[src/sv/sdsh_pkg.sv]
// Package for the SD card SPI-mode host sequencer.
// Holds field widths, operation codes, framing constants and register indexes.
`default_nettype none
package sdsh_pkg;
   localparam int SECTOR_BYTES = 512;
   localparam int CSR_IDX_W = 3;
   localparam int CSR_DATA_W = 16;

   typedef enum logic [2:0] {
      MODE_INIT = 3'd0, MODE_READ = 3'd1, MODE_OPEN = 3'd2,
      MODE_WBYTE = 3'd3, MODE_FINISH = 3'd4, MODE_CARD = 3'd5
   } mode_type;

   localparam logic [2:0] CSR_TOKEN_TIMEOUT = 3'd0;
   localparam logic [2:0] CSR_BUSY_TIMEOUT  = 3'd1;
   localparam logic [2:0] CSR_RESPONSE_POLLS = 3'd2;
   localparam logic [2:0] CSR_INIT_RETRIES  = 3'd3;
   localparam logic [2:0] CSR_WAKEUP_BYTES  = 3'd4;

   localparam logic [7:0] CRC_CMD0 = 8'h95;
   localparam logic [7:0] CRC_CMD8 = 8'h87;
   localparam logic [31:0] ARG_CMD8 = 32'h0000_01AA;
   localparam logic [31:0] ARG_ACMD41 = 32'h4000_0000;
   localparam logic [31:0] ARG_CMD16 = 32'h0000_0200;
   localparam logic [7:0] TOKEN_START = 8'hFE;
   localparam logic [7:0] DRESP_MASK = 8'h1F;
   localparam logic [7:0] DRESP_OK = 8'h05;

   typedef struct packed {
      logic [2:0]  mode;
      logic [31:0] sector;
      logic [8:0]  offset;
      logic [9:0]  count;
      logic [7:0]  write_byte;
      logic [7:0]  card_byte;
      logic        discard;
   } req_type;

   typedef struct packed {
      logic       mosi_valid;
      logic [7:0] mosi_byte;
      logic       selected;
      logic       data_valid;
      logic [7:0] data_byte;
      logic       done_res;
      logic       status;
   } rsp_type;
endpackage
`default_nettype wire

[src/sv/sdsh_if.sv]
// Valid/ready channel interface for the sequencer.
// Depends on nothing; payload type is a parameter.
`default_nettype none
interface sdsh_if #(parameter type payload_type = logic) (input wire logic clock);
   logic        valid;
   logic        ready;
   payload_type payload;
   modport source (output valid, output payload, input ready);
   modport sink (input valid, input payload, output ready);
endinterface
`default_nettype wire

[src/sv/sd_spi_host_sequencer_unit.sv]
// SD SPI-mode host sequencer: one request transaction in, one response transaction out.
// Depends on sdsh_pkg and sdsh_if.
//
// Each request (an operation start or the MISO byte of the last exchange) yields one
// response in the cycle after acceptance. A new request is accepted every cycle while
// the response register is empty or being drained; throughput is one transaction per
// clock, set by the single registered decision step over the sequencer state.
`default_nettype none
module sd_spi_host_sequencer_unit (
   input wire logic clock,
   input wire logic reset,
   sdsh_if.sink     req,
   sdsh_if.source   rsp,
   input wire logic csr_we,
   input wire logic [sdsh_pkg::CSR_IDX_W-1:0] csr_index,
   input wire logic [sdsh_pkg::CSR_DATA_W-1:0] csr_data
);
   typedef enum logic [4:0] {
      ST_IDLE, ST_WAKE, ST_CMD0, ST_CMD8, ST_CMD58A, ST_CMD55, ST_ACMD41, ST_CMD58B,
      ST_CMD16, ST_CMD17, ST_CMD24, ST_CMD13, ST_R7, ST_OCRA, ST_OCRB, ST_TOKEN,
      ST_RDATA, ST_RTAIL_OK, ST_RTAIL_ERR, ST_WHDR, ST_WBYTE, ST_WPAD, ST_WRESP,
      ST_BUSY, ST_STAT
   } phase_type;

   phase_type phase_ff, phase_in;
   logic [47:0] frame_ff, frame_in;
   logic [9:0]  bcnt_ff, bcnt_in;
   logic [15:0] wcnt_ff, wcnt_in;
   logic [7:0]  retry_ff, retry_in;
   logic [31:0] cap_ff, cap_in;
   logic        blk_ff, blk_in;
   logic [9:0]  wrem_ff, wrem_in;
   logic [15:0] tok_to_ff, busy_to_ff;
   logic [7:0]  polls_ff, retries_ff, wake_ff;
   sdsh_pkg::rsp_type res_ff, res_in;
   logic        full_ff;
   sdsh_pkg::req_type q;

   logic [15:0] tok_lim, busy_lim;
   logic [7:0]  poll_lim, retry_lim;
   logic        accept;

   assign q = req.payload;
   assign req.ready = !full_ff || rsp.ready;
   assign accept = req.valid && req.ready;
   assign rsp.valid = full_ff;
   assign rsp.payload = res_ff;
   assign tok_lim = (tok_to_ff == '0) ? 16'd1 : tok_to_ff;
   assign busy_lim = (busy_to_ff == '0) ? 16'd1 : busy_to_ff;
   assign poll_lim = (polls_ff == '0) ? 8'd1 : polls_ff;
   assign retry_lim = (retries_ff == '0) ? 8'd1 : retries_ff;

   function automatic logic [47:0] mk_frame(input logic [5:0] cmd, input logic [31:0] arg);
      logic [7:0] crc;
      crc = (cmd == 6'd0) ? sdsh_pkg::CRC_CMD0 :
            (cmd == 6'd8) ? sdsh_pkg::CRC_CMD8 : 8'h01;
      return {2'b01, cmd, arg, crc};
   endfunction

   // Next state and response for one request
   always_comb begin
      logic [9:0] cnt, room, nb;
      logic [15:0] w1;
      logic [31:0] addr, cap_sh;
      logic [7:0] cb, r1;
      logic [47:0] fr;
      logic [5:0] cmd;
      logic [31:0] arg;
      logic       do_issue;
      phase_type  iss_ph;
      phase_in = phase_ff; frame_in = frame_ff; bcnt_in = bcnt_ff; wcnt_in = wcnt_ff;
      retry_in = retry_ff; cap_in = cap_ff; blk_in = blk_ff; wrem_in = wrem_ff;
      res_in = '0;
      do_issue = 1'b0; iss_ph = ST_IDLE; cmd = '0; arg = '0;
      fr = '0;
      cb = q.card_byte;
      r1 = cb;
      w1 = wcnt_ff + 16'd1;
      cnt = q.count; room = 10'(sdsh_pkg::SECTOR_BYTES) - {1'b0, q.offset};
      nb = bcnt_ff + 10'd1;
      addr = blk_ff ? q.sector : {q.sector[22:0], 9'd0};
      cap_sh = {cap_ff[23:0], cb};
      case (q.mode)
         sdsh_pkg::MODE_INIT: begin
            blk_in = 1'b0; wrem_in = '0; retry_in = '0;
            if (wake_ff == '0) begin
               do_issue = 1'b1; iss_ph = ST_CMD0; cmd = 6'd0; arg = '0;
            end else begin
               phase_in = ST_WAKE; wcnt_in = '0;
               res_in.mosi_valid = 1'b1; res_in.mosi_byte = 8'hFF;
            end
         end
         sdsh_pkg::MODE_READ: begin
            if (cnt > room) cnt = room;
            cap_in = {11'd0, q.discard, {1'b0, q.offset} + cnt, 1'b0, q.offset};
            do_issue = 1'b1; iss_ph = ST_CMD17; cmd = 6'd17; arg = addr;
         end
         sdsh_pkg::MODE_OPEN: begin
            do_issue = 1'b1; iss_ph = ST_CMD24; cmd = 6'd24; arg = addr;
         end
         sdsh_pkg::MODE_WBYTE: begin
            if (wrem_ff != '0) begin
               wrem_in = wrem_ff - 10'd1; phase_in = ST_WBYTE;
               res_in.mosi_valid = 1'b1; res_in.mosi_byte = q.write_byte;
               res_in.selected = 1'b1;
            end else begin
               phase_in = ST_IDLE; res_in.done_res = 1'b1;
            end
         end
         sdsh_pkg::MODE_FINISH: begin
            wcnt_in = {6'd0, wrem_ff} + 16'd1; wrem_in = '0; phase_in = ST_WPAD;
            res_in.mosi_valid = 1'b1; res_in.mosi_byte = 8'h00; res_in.selected = 1'b1;
         end
         sdsh_pkg::MODE_CARD: begin
            case (phase_ff)
               ST_CMD0, ST_CMD8, ST_CMD58A, ST_CMD55, ST_ACMD41, ST_CMD58B,
               ST_CMD16, ST_CMD17, ST_CMD24, ST_CMD13: begin
                  if (bcnt_ff < 10'd5) begin
                     bcnt_in = nb; fr = frame_ff << {nb[2:0], 3'd0};
                     res_in.mosi_valid = 1'b1; res_in.mosi_byte = fr[47:40];
                     res_in.selected = 1'b1;
                  end else if (bcnt_ff == 10'd5) begin
                     bcnt_in = 10'd6; wcnt_in = '0;
                     res_in.mosi_valid = 1'b1; res_in.mosi_byte = 8'hFF;
                     res_in.selected = 1'b1;
                  end else begin
                     wcnt_in = w1;
                     if (cb[7] && w1 < {8'd0, poll_lim}) begin
                        res_in.mosi_valid = 1'b1; res_in.mosi_byte = 8'hFF;
                        res_in.selected = 1'b1;
                     end else begin
                        // Act on the R1 response
                        case (phase_ff)
                           ST_CMD0:
                              if (r1 == 8'd1) begin
                                 do_issue = 1'b1; iss_ph = ST_CMD8; cmd = 6'd8;
                                 arg = sdsh_pkg::ARG_CMD8;
                              end else begin
                                 phase_in = ST_IDLE; res_in.done_res = 1'b1;
                                 res_in.status = 1'b1;
                              end
                           ST_CMD8, ST_CMD58A:
                              if (r1 == 8'd1) begin
                                 phase_in = (phase_ff == ST_CMD8) ? ST_R7 : ST_OCRA;
                                 bcnt_in = '0; cap_in = '0;
                                 res_in.mosi_valid = 1'b1; res_in.mosi_byte = 8'hFF;
                                 res_in.selected = 1'b1;
                              end else begin
                                 phase_in = ST_IDLE; res_in.done_res = 1'b1;
                                 res_in.status = (phase_ff == ST_CMD58A);
                              end
                           ST_CMD55: begin
                              do_issue = 1'b1; iss_ph = ST_ACMD41; cmd = 6'd41;
                              arg = sdsh_pkg::ARG_ACMD41;
                           end
                           ST_ACMD41:
                              if (r1 == 8'd0) begin
                                 do_issue = 1'b1; iss_ph = ST_CMD58B; cmd = 6'd58;
                              end else begin
                                 retry_in = retry_ff + 8'd1;
                                 if (retry_in >= retry_lim) begin
                                    phase_in = ST_IDLE; res_in.done_res = 1'b1;
                                    res_in.status = 1'b1;
                                 end else begin
                                    do_issue = 1'b1; iss_ph = ST_CMD55; cmd = 6'd55;
                                 end
                              end
                           ST_CMD58B:
                              if (r1 == 8'd0) begin
                                 phase_in = ST_OCRB; bcnt_in = '0; cap_in = '0;
                                 res_in.mosi_valid = 1'b1; res_in.mosi_byte = 8'hFF;
                                 res_in.selected = 1'b1;
                              end else begin
                                 phase_in = ST_IDLE; res_in.done_res = 1'b1;
                                 res_in.status = 1'b1;
                              end
                           ST_CMD16: begin
                              if (r1 == 8'd0) blk_in = 1'b0;
                              phase_in = ST_IDLE; res_in.done_res = 1'b1;
                              res_in.status = (r1 != 8'd0);
                           end
                           ST_CMD17:
                              if (r1 == 8'd0) begin
                                 phase_in = ST_TOKEN; wcnt_in = '0;
                                 res_in.mosi_valid = 1'b1; res_in.mosi_byte = 8'hFF;
                                 res_in.selected = 1'b1;
                              end else begin
                                 phase_in = ST_IDLE; res_in.done_res = 1'b1;
                                 res_in.status = 1'b1;
                              end
                           ST_CMD24:
                              if (r1 == 8'd0) begin
                                 phase_in = ST_WHDR; bcnt_in = '0;
                                 res_in.mosi_valid = 1'b1; res_in.mosi_byte = 8'hFF;
                                 res_in.selected = 1'b1;
                              end else begin
                                 wrem_in = '0; phase_in = ST_IDLE;
                                 res_in.done_res = 1'b1; res_in.status = 1'b1;
                              end
                           default: begin
                              phase_in = ST_STAT;
                              res_in.mosi_valid = 1'b1; res_in.mosi_byte = 8'hFF;
                              res_in.selected = 1'b1;
                           end
                        endcase
                     end
                  end
               end
               ST_WAKE: begin
                  wcnt_in = w1;
                  if (w1 >= {8'd0, wake_ff}) begin
                     do_issue = 1'b1; iss_ph = ST_CMD0; cmd = 6'd0;
                  end else begin
                     res_in.mosi_valid = 1'b1; res_in.mosi_byte = 8'hFF;
                  end
               end
               ST_R7, ST_OCRA, ST_OCRB: begin
                  cap_in = cap_sh; bcnt_in = nb;
                  if (nb < 10'd4) begin
                     res_in.mosi_valid = 1'b1; res_in.mosi_byte = 8'hFF;
                     res_in.selected = 1'b1;
                  end else if (phase_ff == ST_R7) begin
                     if (cap_sh[15:8] == 8'h01 && cap_sh[7:0] == 8'hAA) begin
                        do_issue = 1'b1; iss_ph = ST_CMD58A; cmd = 6'd58;
                     end else begin
                        phase_in = ST_IDLE; res_in.done_res = 1'b1; res_in.status = 1'b1;
                     end
                  end else if (phase_ff == ST_OCRA) begin
                     if ((cap_sh[23:16] & 8'h30) != '0) begin
                        retry_in = '0; do_issue = 1'b1; iss_ph = ST_CMD55; cmd = 6'd55;
                     end else begin
                        phase_in = ST_IDLE; res_in.done_res = 1'b1; res_in.status = 1'b1;
                     end
                  end else if (cap_sh[30]) begin
                     blk_in = 1'b1; phase_in = ST_IDLE; res_in.done_res = 1'b1;
                  end else begin
                     do_issue = 1'b1; iss_ph = ST_CMD16; cmd = 6'd16;
                     arg = sdsh_pkg::ARG_CMD16;
                  end
               end
               ST_TOKEN: begin
                  if (cb == sdsh_pkg::TOKEN_START) begin
                     phase_in = ST_RDATA; bcnt_in = '0;
                     res_in.mosi_valid = 1'b1; res_in.mosi_byte = 8'hFF;
                     res_in.selected = 1'b1;
                  end else begin
                     wcnt_in = w1;
                     res_in.mosi_valid = 1'b1; res_in.mosi_byte = 8'hFF;
                     if (w1 >= tok_lim) phase_in = ST_RTAIL_ERR;
                     else res_in.selected = 1'b1;
                  end
               end
               ST_RDATA: begin
                  if (bcnt_ff >= cap_ff[9:0] && bcnt_ff < cap_ff[19:10] && !cap_ff[20]) begin
                     res_in.data_valid = 1'b1; res_in.data_byte = cb;
                  end
                  bcnt_in = nb;
                  res_in.mosi_valid = 1'b1; res_in.mosi_byte = 8'hFF;
                  if (nb < 10'(sdsh_pkg::SECTOR_BYTES + 2)) res_in.selected = 1'b1;
                  else phase_in = ST_RTAIL_OK;
               end
               ST_RTAIL_OK, ST_RTAIL_ERR, ST_WBYTE: begin
                  res_in.done_res = 1'b1; res_in.status = (phase_ff == ST_RTAIL_ERR);
                  phase_in = ST_IDLE;
               end
               ST_WHDR: begin
                  if (bcnt_ff == '0) begin
                     bcnt_in = 10'd1;
                     res_in.mosi_valid = 1'b1; res_in.mosi_byte = sdsh_pkg::TOKEN_START;
                     res_in.selected = 1'b1;
                  end else begin
                     wrem_in = 10'(sdsh_pkg::SECTOR_BYTES);
                     phase_in = ST_IDLE; res_in.done_res = 1'b1;
                  end
               end
               ST_WPAD: begin
                  res_in.mosi_valid = 1'b1; res_in.selected = 1'b1;
                  if (wcnt_ff != '0) begin
                     wcnt_in = wcnt_ff - 16'd1; res_in.mosi_byte = 8'h00;
                  end else begin
                     phase_in = ST_WRESP; res_in.mosi_byte = 8'hFF;
                  end
               end
               ST_WRESP: begin
                  if ((cb & sdsh_pkg::DRESP_MASK) == sdsh_pkg::DRESP_OK) begin
                     phase_in = ST_BUSY; wcnt_in = '0;
                     res_in.mosi_valid = 1'b1; res_in.mosi_byte = 8'hFF;
                     res_in.selected = 1'b1;
                  end else begin
                     phase_in = ST_IDLE; res_in.done_res = 1'b1; res_in.status = 1'b1;
                  end
               end
               ST_BUSY: begin
                  if (cb == 8'hFF) begin
                     do_issue = 1'b1; iss_ph = ST_CMD13; cmd = 6'd13;
                  end else begin
                     wcnt_in = w1;
                     if (w1 >= busy_lim) begin
                        phase_in = ST_IDLE; res_in.done_res = 1'b1; res_in.status = 1'b1;
                     end else begin
                        res_in.mosi_valid = 1'b1; res_in.mosi_byte = 8'hFF;
                        res_in.selected = 1'b1;
                     end
                  end
               end
               ST_STAT: begin
                  phase_in = ST_IDLE; res_in.done_res = 1'b1; res_in.status = (cb != 8'd0);
               end
               default: ;
            endcase
         end
         default: ;
      endcase
      // Launch a command frame
      if (do_issue) begin
         fr = mk_frame(cmd, arg);
         phase_in = iss_ph; frame_in = fr; bcnt_in = '0; wcnt_in = '0;
         res_in.mosi_valid = 1'b1; res_in.mosi_byte = fr[47:40]; res_in.selected = 1'b1;
      end
   end

   // Hold state, configuration and the response register
   always_ff @(posedge clock) begin
      if (reset) begin
         phase_ff <= ST_IDLE; frame_ff <= '0; bcnt_ff <= '0; wcnt_ff <= '0;
         retry_ff <= '0; cap_ff <= '0; blk_ff <= 1'b0; wrem_ff <= '0;
         tok_to_ff <= 16'd4000; busy_to_ff <= 16'd5000; polls_ff <= 8'd10;
         retries_ff <= 8'd10; wake_ff <= 8'd11; full_ff <= 1'b0;
         res_ff <= '0;
      end else begin
         if (csr_we) begin
            case (csr_index)
               sdsh_pkg::CSR_TOKEN_TIMEOUT: tok_to_ff <= csr_data;
               sdsh_pkg::CSR_BUSY_TIMEOUT: busy_to_ff <= csr_data;
               sdsh_pkg::CSR_RESPONSE_POLLS: polls_ff <= csr_data[7:0];
               sdsh_pkg::CSR_INIT_RETRIES: retries_ff <= csr_data[7:0];
               sdsh_pkg::CSR_WAKEUP_BYTES: wake_ff <= csr_data[7:0];
               default: ;
            endcase
         end
         if (accept) begin
            phase_ff <= phase_in; frame_ff <= frame_in; bcnt_ff <= bcnt_in;
            wcnt_ff <= wcnt_in; retry_ff <= retry_in; cap_ff <= cap_in;
            blk_ff <= blk_in; wrem_ff <= wrem_in;
            res_ff <= res_in;
            full_ff <= 1'b1;
         end else if (rsp.ready) begin
            full_ff <= 1'b0;
         end
      end
   end
endmodule
`default_nettype wire

[src/flat_wrapper.sv]
// flat-port wrapper written by rule: the top's interface ports become plain ports
module sd_spi_host_sequencer_unit_flat 
  (clock, reset, csr_we, csr_index, csr_data, req_valid, req_payload, req_ready, rsp_valid, rsp_payload, rsp_ready);
  sdsh_if #(.payload_type(sdsh_pkg::req_type)) req_i (.clock(clock));
  sdsh_if #(.payload_type(sdsh_pkg::rsp_type)) rsp_i (.clock(clock));
  input wire logic clock;
  input wire logic reset;
  input wire logic csr_we;
  input wire logic [sdsh_pkg::CSR_IDX_W-1:0] csr_index;
  input wire logic [sdsh_pkg::CSR_DATA_W-1:0] csr_data;
  input wire logic [$bits(req_i.valid)-1:0] req_valid;
  input wire logic [$bits(req_i.payload)-1:0] req_payload;
  output wire logic [$bits(req_i.ready)-1:0] req_ready;
  output wire logic [$bits(rsp_i.valid)-1:0] rsp_valid;
  output wire logic [$bits(rsp_i.payload)-1:0] rsp_payload;
  input wire logic [$bits(rsp_i.ready)-1:0] rsp_ready;
  assign req_i.valid = req_valid;
  assign req_i.payload = req_payload;
  assign req_ready = req_i.ready;
  assign rsp_valid = rsp_i.valid;
  assign rsp_payload = rsp_i.payload;
  assign rsp_i.ready = rsp_ready;
  sd_spi_host_sequencer_unit u_core (.clock(clock), .reset(reset), .req(req_i), .rsp(rsp_i), .csr_we(csr_we), .csr_index(csr_index), .csr_data(csr_data));
endmodule
[config.mk]
export PLATFORM = sky130hd
export DESIGN_NAME = sd_spi_host_sequencer_unit_flat
export DESIGN_NICKNAME = d
export VERILOG_FILES = /design/src/sv/sdsh_pkg.sv /design/src/sv/sdsh_if.sv /design/src/sv/sd_spi_host_sequencer_unit.sv /design/src/flat_wrapper.sv
export SDC_FILE = /design/constraint.sdc
export NUM_CORES = 1
export LEC_CHECK = 0
export ABC_CLOCK_PERIOD_IN_PS = 8300
export BUFFER_PORTS_ARGS = -buffer_cell sky130_fd_sc_hd__buf_2
export CAP_MARGIN = 20
export CORE_MARGIN = 2
export CORE_UTILIZATION = 31
export DETAILED_ROUTE_END_ITERATION = 10
export PLACE_DENSITY = 0.45
export SYNTH_ARGS = -nofsm -noshare
export SYNTH_HDL_FRONTEND = slang
export SYNTH_SLANG_ARGS = --single-unit
export TNS_END_PERCENT = 20
[constraint.sdc]
create_clock -name clock -period 8.3 [get_ports clock]
set_input_delay 0.415 -clock clock [delete_from_list [all_inputs] [get_ports clock]]
set_output_delay 0.415 -clock clock [all_outputs]
set_load 0.05 [all_outputs]
Yosys cells after proc, flatten, opt, wreduce, memory -nomap -nowiden --
Index checks and enable logic that the tools add are counted.
Word-level totals: output and inout bits 23, logic and storage cells 405, register bits 198
Operators by class: $lt $le $gt $ge 11, equality and inequality tests 91, shifts and indexed selects 1, add/subtract/negate cells 8, reductions and logical operators 54, mux-type cells 219
Operators with widths (count):
- $mux 10 | 31
- $mux 32 | 7
- $mux 16 | 13
- $pmux 32 s2 | 3
- $mux 5 | 32
- $pmux 23 s2 | 3
- $mux 23 | 5
- $mux 8 | 14
- $pmux 16 s6 | 1
- $pmux 9 s9 | 1
- $mux 6 | 10
- $pmux 10 s3 | 2
- $pmux 5 s4 | 3
- $mux 9 | 6
- $pmux 6 s3 | 3
- $pmux 16 s3 | 1
- $shl 47x6->48 | 1
- $eq 5x5->1 const B | 9
- $pmux 5 s9 | 1
- $ne 3x3->1 const B | 14
- $eq 5x4->1 const B | 8
- $ne 4x4->1 const B | 10
- $pmux 10 s2 | 2
- $pmux 10 s4 | 1
- other kinds (78) | 203

Logic depth before layout (Yosys ltp) --
Gate-level depths: netlist (run 1).
depth after elaboration 14, gate-level depth with buffers 25, depth with buffers taken out 24

Worst setup path before layout (run 1) --
OpenSTA, ideal clock, no wires.
path type input port to flip-flop, start in req_payload[28], end reg u_core.cap_ff[18], required time 8.167 ns, arrival 4.650 ns, cell stages on the path 20, buffers on the path 1, path slack 3.517 ns, library setup time 0.133 ns, cell sequence nor3_1 -> nor3b_1 -> nor3b_1 -> xor2_1 -> ha_1 -> nand4_1 -> or2_2 -> a32oi_1 -> clkbuf_1 -> mux2_2 -> fa_1 -> a21o_1 -> a21oi_1 -> o21bai_1 -> a21oi_1 -> o21bai_1 -> a21oi_1 -> xnor2_1 -> a22oi_1 -> a21oi_1
On the way: word-level cells in the longest chain between the ends 6
RTL lines:
- start: declaration | RTL line flat_wrapper.sv:12 | input wire logic [$bits(req_i.payload)-1:0] req_payload;
- $sub 10x9->10 | RTL line sd_spi_host_sequencer_unit.sv:79 | cnt = q.count; room = 10'(sdsh_pkg::SECTOR_BYTES) - {1'b0, q.offset};
- $gt 10x10->1 | RTL line sd_spi_host_sequencer_unit.sv:94 | if (cnt > room) cnt = room;
- $mux 10 | RTL line sd_spi_host_sequencer_unit.sv:94
- $mux 10 | RTL line sd_spi_host_sequencer_unit.sv:83 | case (q.mode)
- $add 9x10->10 * | RTL line sd_spi_host_sequencer_unit.sv:95 | cap_in = {11'd0, q.discard, {1'b0, q.offset} + cnt, 1'b0, q.offset};
- $pmux 23 s2 * | RTL line sd_spi_host_sequencer_unit.sv:83
- end signal: assignment | RTL line sd_spi_host_sequencer_unit.sv:343 | wcnt_ff <= wcnt_in; retry_ff <= retry_in; cap_ff <= cap_in;
- end: declaration | RTL line sd_spi_host_sequencer_unit.sv:30 | logic [31:0] cap_ff, cap_in;
Mark *: on every way between the ends. The rest lies on a longest branch, timed or not. The select of a mux whose other input is x is not followed. A chain may end at the register's enable or synchronous reset.

Worst setup path after layout (run 1) --
start reg u_core.wcnt_ff[0], end reg u_core.res_ff (netlist bit u_core.rsp.payload[19])
On the way: word-level cells in the longest chain between the ends 9, elaborated cells on any way between the ends 22, those cells by class add/sub: 1; order compare: 3; mux: 16; reduce/logical: 2
RTL lines:
- start: declaration | RTL line sd_spi_host_sequencer_unit.sv:28 | logic [15:0] wcnt_ff, wcnt_in;
- start signal: assignment | RTL line sd_spi_host_sequencer_unit.sv:343
- $add 16x1->16 | RTL line sd_spi_host_sequencer_unit.sv:78 | w1 = wcnt_ff + 16'd1;
- $lt 16x8->1 | RTL line sd_spi_host_sequencer_unit.sv:128 | if (cb[7] && w1 < {8'd0, poll_lim}) begin
- $logic_and 1x1->1 | RTL line sd_spi_host_sequencer_unit.sv:128
- $mux 10 / $mux 1 (equally long branches) | RTL line sd_spi_host_sequencer_unit.sv:128
- $mux 10 / $mux 1 (equally long branches) | RTL line sd_spi_host_sequencer_unit.sv:122 | end else if (bcnt_ff == 10'd5) begin
- $mux 10 / $mux 1 (equally long branches) | RTL line sd_spi_host_sequencer_unit.sv:118 | if (bcnt_ff < 10'd5) begin
- $pmux 9 s9 / $pmux 1 s4 (equally long branches) | RTL line sd_spi_host_sequencer_unit.sv:115 | case (phase_ff)
- $pmux 9 s4 / $pmux 1 s3 (equally long branches) | RTL line sd_spi_host_sequencer_unit.sv:83
- $mux 10 * | RTL line sd_spi_host_sequencer_unit.sv:315 | if (do_issue) begin
- end signal: assignment | RTL line sd_spi_host_sequencer_unit.sv:345 | res_ff <= res_in;
- end: declaration | RTL line sd_spi_host_sequencer_unit.sv:35 | sdsh_pkg::rsp_type res_ff, res_in;
Mark *: on every way between the ends. The rest lies on a longest branch, timed or not.

==> run metrics, run 1 <==
pre-CTS WS=3.08 ns; unrepaired setup endpoints after global routing=no; CP Data Required Time=8.70 ns; CTS Hold Bufs=0; number of inserted diodes=0; Final setup viols=0; initial antenna violation count=2; clock tree sinks=192; Max-slew headroom=0.309; crit-path max FO=14; Site Rows=78; power per cell area=145 nW/um2; Yosys cell types=84; CTS tree=built; clk buf depth=2; first-pass GRT wire length=81900 um; Syn Inst Count=1885; YS warnings=0; core area=45200 um2; CTS buffer count=17; initial drt markers=1057; FILL cells=4794; outcome=complete, no violations; hold crit path type=in -> reg; CTS clk-pin slew, worst paths=0.08 ns; GRT overflow=0; Mean Syn Cell Area=7.50 um2; WL final=52500 um; capturing element type of the critical path=flip-flop; Least-Margin Pin Slew=1.03 ns; Max Clock Freq=192 MHz; number of max-cap violations=0; Post-synth ARST share=0; Post-synth EDFFs=0; register area share after synthesis=0.272; Syn-to-layout area delta=12.1%; synth top area cells=dfxtp_1 (27%), ha_1 (9.2%), nand2_1 (5.8%), a21oi_1 (5.7%), nor2_1 (4.0%); number of buffers added on ports=117; crit path time final=5.22 ns; area share of the largest cell type after synthesis=0.272; Fin. Hold Viols=0; Initial DRT Pass Iterations=6; worst path arrival time=5.62 ns; I/O pins=118; sequential cell area=3840 um2; Final Max Tran Viols=0; Synth Register Bits=192; dominant synthesized flop cell=dfxtp_1; Die Ht=218 um; WS Path Type=reg -> reg; maximum VDD drop=0.147 mV; routed len/inst=20.6 um; crit path setup slack, layout=3.08 ns; Leak Pwr=6.17 nW; # DRC=0; Die Wd=218 um; H-tree depth=4; Root Driver=clkbuf_16; # resized after CTS=0; largest net degree at the start of global routing=77; post-synth top area cell=dfxtp_1; die area=47300 um2; nets@finish=2131; Post-CTS Setup Repair Bufs=0; vias=14200; vias in the first global route=13700; GRT Total Usage=0.224; DR vias/cell=5.57; multi-input logic area=9430 um2; Initial Utilization=0.313; TNS Setup=0 ns; share of layout cells above drive strength 1=0.106; mapped cell area=14100 um2; clk_lat worst skew=0.51 ns; startpoint types=flip-flop; Worst Skew=0.0128 ns; worst hold slack=0.148 ns; Syn Nets=2085; post-route ant nets=0; gp weighted congestion=0.942; DP HPWL=39200 um; Tcrit/Tclk final=0.629
report_power, final:
| part | total [W] | switching [W] | internal (W) |
|---|---|---|---|
| combinational | 0.000465 | 0.000304 | 0.000161 |
| clock | 0.000862 | 0.000415 | 0.000447 |
| sequential | 0.000975 | 0.0000268 | 0.000948 |
| total | 0.00230 | 0.000745 | 0.00156 |
sequential cells by signal, indices dropped and copies added, names as in the netlist, 10 cells and up:
signal / cells
u_core.bcnt_ff: 10
u_core.busy_to_ff: 16
u_core.cap_ff: 22
u_core.frame_ff: 42
u_core.rsp.payload: 21
u_core.tok_to_ff: 16
u_core.wcnt_ff: 16
u_core.wrem_ff: 10
Yosys cell counts (22+ instances only):
library cell	count
nand4_1	24
nor4_1	22
inv_1	112
ha_1	104
nor3_1	77
a21o_1	28
dfxtp_1	192
nand2_1	220
clkbuf_1	97
and3_1	24
o211ai_1	24
o31ai_1	22
xor2_1	28
mux2i_1	48
o21ai_0	86
nor2_1	149
nand3_1	73
a21oi_1	162
xnor2_1	38
a211oi_1	28
final timing paths:
check / from / to / slack, ns / cells after the start
worst min register to register: u_core.rsp.payload[2] / u_core.rsp.payload[2] / 0.45 / 2
worst max-delay path: u_core.wcnt_ff[0] / u_core.rsp.payload[19] / 3.08 / 12
worst min-delay path: csr_data[10] / u_core.tok_to_ff[10] / 0.15 / 3
worst max register to register: u_core.wcnt_ff[0] / u_core.rsp.payload[19] / 3.08 / 12
metal layers:
metal | GRT usage | share of wire
met2 | 0.373 | 0.48
met4 | 0.0790 | 0.024
met3 | 0.0363 | 0.041
met5 | 0 | 0.00055
met1 | 0.293 | 0.46
kinds of logic (layout without fill, tap and decap cells):
| family | count (synthesis) | after routing | synth area share |
|---|---|---|---|
| AND/OR/NAND/NOR | 713 | 713 | 0.244 |
| AO/OA/AOI/OAI | 523 | 523 | 0.246 |
| buffers and inverters | 233 | 291 | 0.0634 |
| flip-flops | 192 | 192 | 0.272 |
| adder cells (fa/ha/maj) | 105 | 105 | 0.0934 |
| XOR/XNOR | 66 | 66 | 0.0409 |
| multiplexers | 53 | 53 | 0.0411 |
worst max-delay path, stage by stage, from the launching register on:
cell and delay (ns):
dfxtp_1 0.66, nand4_1 0.40, nor4_1 0.47, xor2_1 0.56, ha_1 0.35, and4_1 0.21, a221o_1 0.33, a211oi_1 0.59
nand3_1 0.18, and3_1 0.23, a31oi_1 0.68, nor2_1 0.15, a221oi_1 0.31
placed cells by master, fill, tap and decap left out, types with 17 or more instances in the layout:
cell type / count
a21o_1: 28
xor2_1: 28
o21ai_0: 86
buf_2: 116
a311oi_1: 21
nand4_1: 24
or3_1: 19
a21oi_1: 162
o211ai_1: 24
nand2_1: 220
inv_1: 112
ha_1: 104
o31ai_1: 22
mux2i_1: 48
clkbuf_16: 17
and3_1: 24
nor3_1: 77
nor4_1: 22
nand2b_1: 17
a211oi_1: 28
xnor2_1: 38
dfxtp_1: 192
buf_4: 28
nor2_1: 149
nor2b_1: 18
nand3_1: 73
metrics by stage:
stage	area [um2]	cells	power [W]	util
3_5_place_dp	15300	2510	0.00146	0.338
4_1_cts	15800	2541	0.00234	0.350
3_3_place_gp	15200	2509	0.00146	0.337
2_1_floorplan	14100	1885	0.00130	-
6_report	15900	2543	0.00230	0.351
5_1_grt	15900	2543	0.00242	0.351
layout make-up:
cell class              instances  share of cell area
clock inverters                13             0.00963
inverters                     114              0.0270
clock buffers                  18              0.0271
well taps                     600              0.0474
flip-flops and latches        192               0.242
multi-input cells            1460               0.595
repair buffers                146              0.0519
(Power assumes the default switching activity.)
==> inputs of run 2 (changes only) <==
--- a/config.mk
+++ b/config.mk
@@ -5,13 +5,13 @@
 export SDC_FILE = /design/constraint.sdc
 export NUM_CORES = 1
 export LEC_CHECK = 0
-export ABC_CLOCK_PERIOD_IN_PS = 8300
+export ABC_CLOCK_PERIOD_IN_PS = 4200
 export BUFFER_PORTS_ARGS = -buffer_cell sky130_fd_sc_hd__buf_2
 export CAP_MARGIN = 20
 export CORE_MARGIN = 2
 export CORE_UTILIZATION = 31
 export DETAILED_ROUTE_END_ITERATION = 10
-export PLACE_DENSITY = 0.45
+export PLACE_DENSITY = 0.47
 export SYNTH_ARGS = -nofsm -noshare
 export SYNTH_HDL_FRONTEND = slang
 export SYNTH_SLANG_ARGS = --single-unit
==> constraint.sdc (replaced) <==
create_clock -name clock -period 4.2 [get_ports clock]
set_input_delay 0.21 -clock clock [delete_from_list [all_inputs] [get_ports clock]]
set_output_delay 0.21 -clock clock [all_outputs]
set_load 0.05 [all_outputs]
==> run 2 against run 1 <==
Compared with the run above: sequential power grew 99%; cell area increased by 7.3%; wire length up 2.6%; non-clock buffer count grew 132; register-to-register slack worse by 2.8 ns; die area unchanged; count of clock-buffer cells in the layout is 1 higher; global-route usage rose by 0.43 points; first-iteration DRC count up 8.9%; hold slack got worse by 0.12 ns.
==> run metrics, run 2 (same netlist as run 1, synthesis figures left out) <==
multi-input logic area=9480 um2; die area=47300 um2; Worst Skew=0.0138 ns; GRT Total Usage=0.229; I/O pins=118; Fin. Hold Viols=0; vias=14800; crit-path max FO=6; unrepaired setup endpoints after global routing=yes; Initial DRT Pass Iterations=5; Max-slew headroom=0.366; Leak Pwr=6.81 nW; hold crit path type=in -> reg; nets@finish=2263; power per cell area=278 nW/um2; max reg flops=42; Syn-to-layout area delta=20.3%; Least-Margin Pin Slew=0.948 ns; Final Max Tran Viols=0; WL final=53800 um; most frequent cells in the layout=nand2_1 (220), dfxtp_1 (191), a21oi_1 (161); Die Wd=218 um; core area=45200 um2; clock tree sinks=192; GRT overflow=0; max incr delay on CP=0.46 ns; Crit-path slowest cell=o41a_1; CTS tree=built; # DRC=0; first-pass GRT wire length=83400 um; initial antenna violation count=2; register with the most flip-flops=u_core.frame_ff; CTS clk-pin slew, worst paths=0.08 ns; initial drt markers=1151; sequential cell area=3840 um2; gp weighted congestion=0.960; crit path time final=3.95 ns; Root Driver=clkbuf_16; outcome=complete, no violations; pre-CTS WS=-0.245 ns; number of buffers added on ports=117; worst path arrival time=4.35 ns; DR vias/cell=5.53; Tcrit/Tclk final=0.941; FILL cells=4780; Die Ht=218 um; WS Path Type=reg -> reg; # placed instances=2614; Non-Filler Instances=2677; Site Rows=78; Final setup viols=0; Initial Utilization=0.313; routed len/inst=20.1 um; post-route ant nets=0; share of layout cells above drive strength 1=0.155; CP Data Required Time=4.60 ns; largest net degree at the start of global routing=72; CTS buffer count=17; number of max-cap violations=0; commonest non-fill, non-tap cell in the layout=nand2_1; crit path setup slack, layout=0.247 ns; DP HPWL=40500 um; maximum VDD drop=0.227 mV; clk_lat worst skew=0.50 ns; startpoint types=flip-flop; capturing element type of the critical path=flip-flop; clk buf depth=2; Cell Chain, Critical Path=ha_2, nand3_1, o41a_1, or2_4, ha_1, a21oi_1, nand2_1, a221o_1, a211oi_1, buf_4, nand3_1, and3_1, a31oi_1, buf_4, nor2_1, a221oi_1; vias in the first global route=14100; H-tree depth=4; Max Clock Freq=253 MHz
run 2: changes by cell type in the layout (fill, tap and decap cells not counted), sizes merged:
cell | before | now
dlygate4sd3 | 0 | 29
diode | 0 | 2
clkinv | 6 | 3
buf | 146 | 249
clkbuf | 18 | 19
clkinvlp | 2 | 4
run 2: where the power goes:
group          switching (W)  total (W)  internal, W
Sequential         0.0000694    0.00194      0.00187
Combinational       0.000614    0.00101     0.000399
Clock               0.000851    0.00177     0.000920
run 2: per-stage QoR:
| step | util | hold WS, ns | setup TNS, ns | area (um2) | power, W |
|---|---|---|---|---|---|
| floorplan | - | 0.334 | 0 | 14200 | 0.00256 |
| finish | 0.376 | 0.0319 | 0 | 17000 | 0.00473 |
| detailed placement | 0.356 | 0.440 | -1.05 | 16100 | 0.00296 |
| CTS | 0.376 | 0.00185 | 0 | 17000 | 0.00477 |
| global route | 0.376 | 0.0314 | -0.0752 | 17000 | 0.00494 |
| global placement | 0.356 | 0.431 | -0.384 | 16100 | 0.00296 |
run 2: layer usage:
metal | global-route usage | wire [um] | vias up
li1 | - | - | 7216
met1 | 0.298 | 24200 | 7044
met2 | 0.374 | 25100 | 443
met3 | 0.0406 | 2840 | 98
met4 | 0.0906 | 1710 | 0
met5 | 0 | 0 | -
run 2: repair_timing:
item | CTS | global route
gates resized for setup | 1 | 10
cloned | 0 | 0
hold endpoints to repair | 45 | 0
endpoints found under the setup margin | 3 | 74
setup buffers | 0 | 1
pin swaps | 0 | 1
hold buffers | 29 | 0
run 2: cell type report:
cell class / instances / share of cell area
Inverter: 114 / 0.0252
Clock buffer: 19 / 0.0266
Timing Repair Buffer: 278 / 0.111
Multi-Input combinational cell: 1460 / 0.557
Sequential cell: 192 / 0.226
Clock inverter: 12 / 0.00883
Tap cell: 600 / 0.0441
Antenna cell: 2 / 0.000294
run 2: worst paths after layout:
path / start / to / slack, ns / depth (start not counted)
worst max-delay path: u_core.wcnt_ff[0] / u_core.rsp.payload[19] / 0.25 / 16
worst min-delay path: csr_data[0] / u_core.tok_to_ff[0] / 0.03 / 3
worst max register to register: u_core.wcnt_ff[0] / u_core.rsp.payload[19] / 0.25 / 16
worst min register to register: u_core.rsp.payload[4] / u_core.rsp.payload[4] / 0.45 / 2
run 2: worst max-delay path, delay by kind of cell, from the launching register on:
| family | cells | cell delay, ns |
|---|---|---|
| AOI/OAI and AO/OA | 6 | 1.67 |
| DFF | 1 | 0.39 |
| adders and majority gates | 2 | 0.58 |
| buffers and inverters | 2 | 0.36 |
| and+or+nand+nor | 6 | 0.85 |
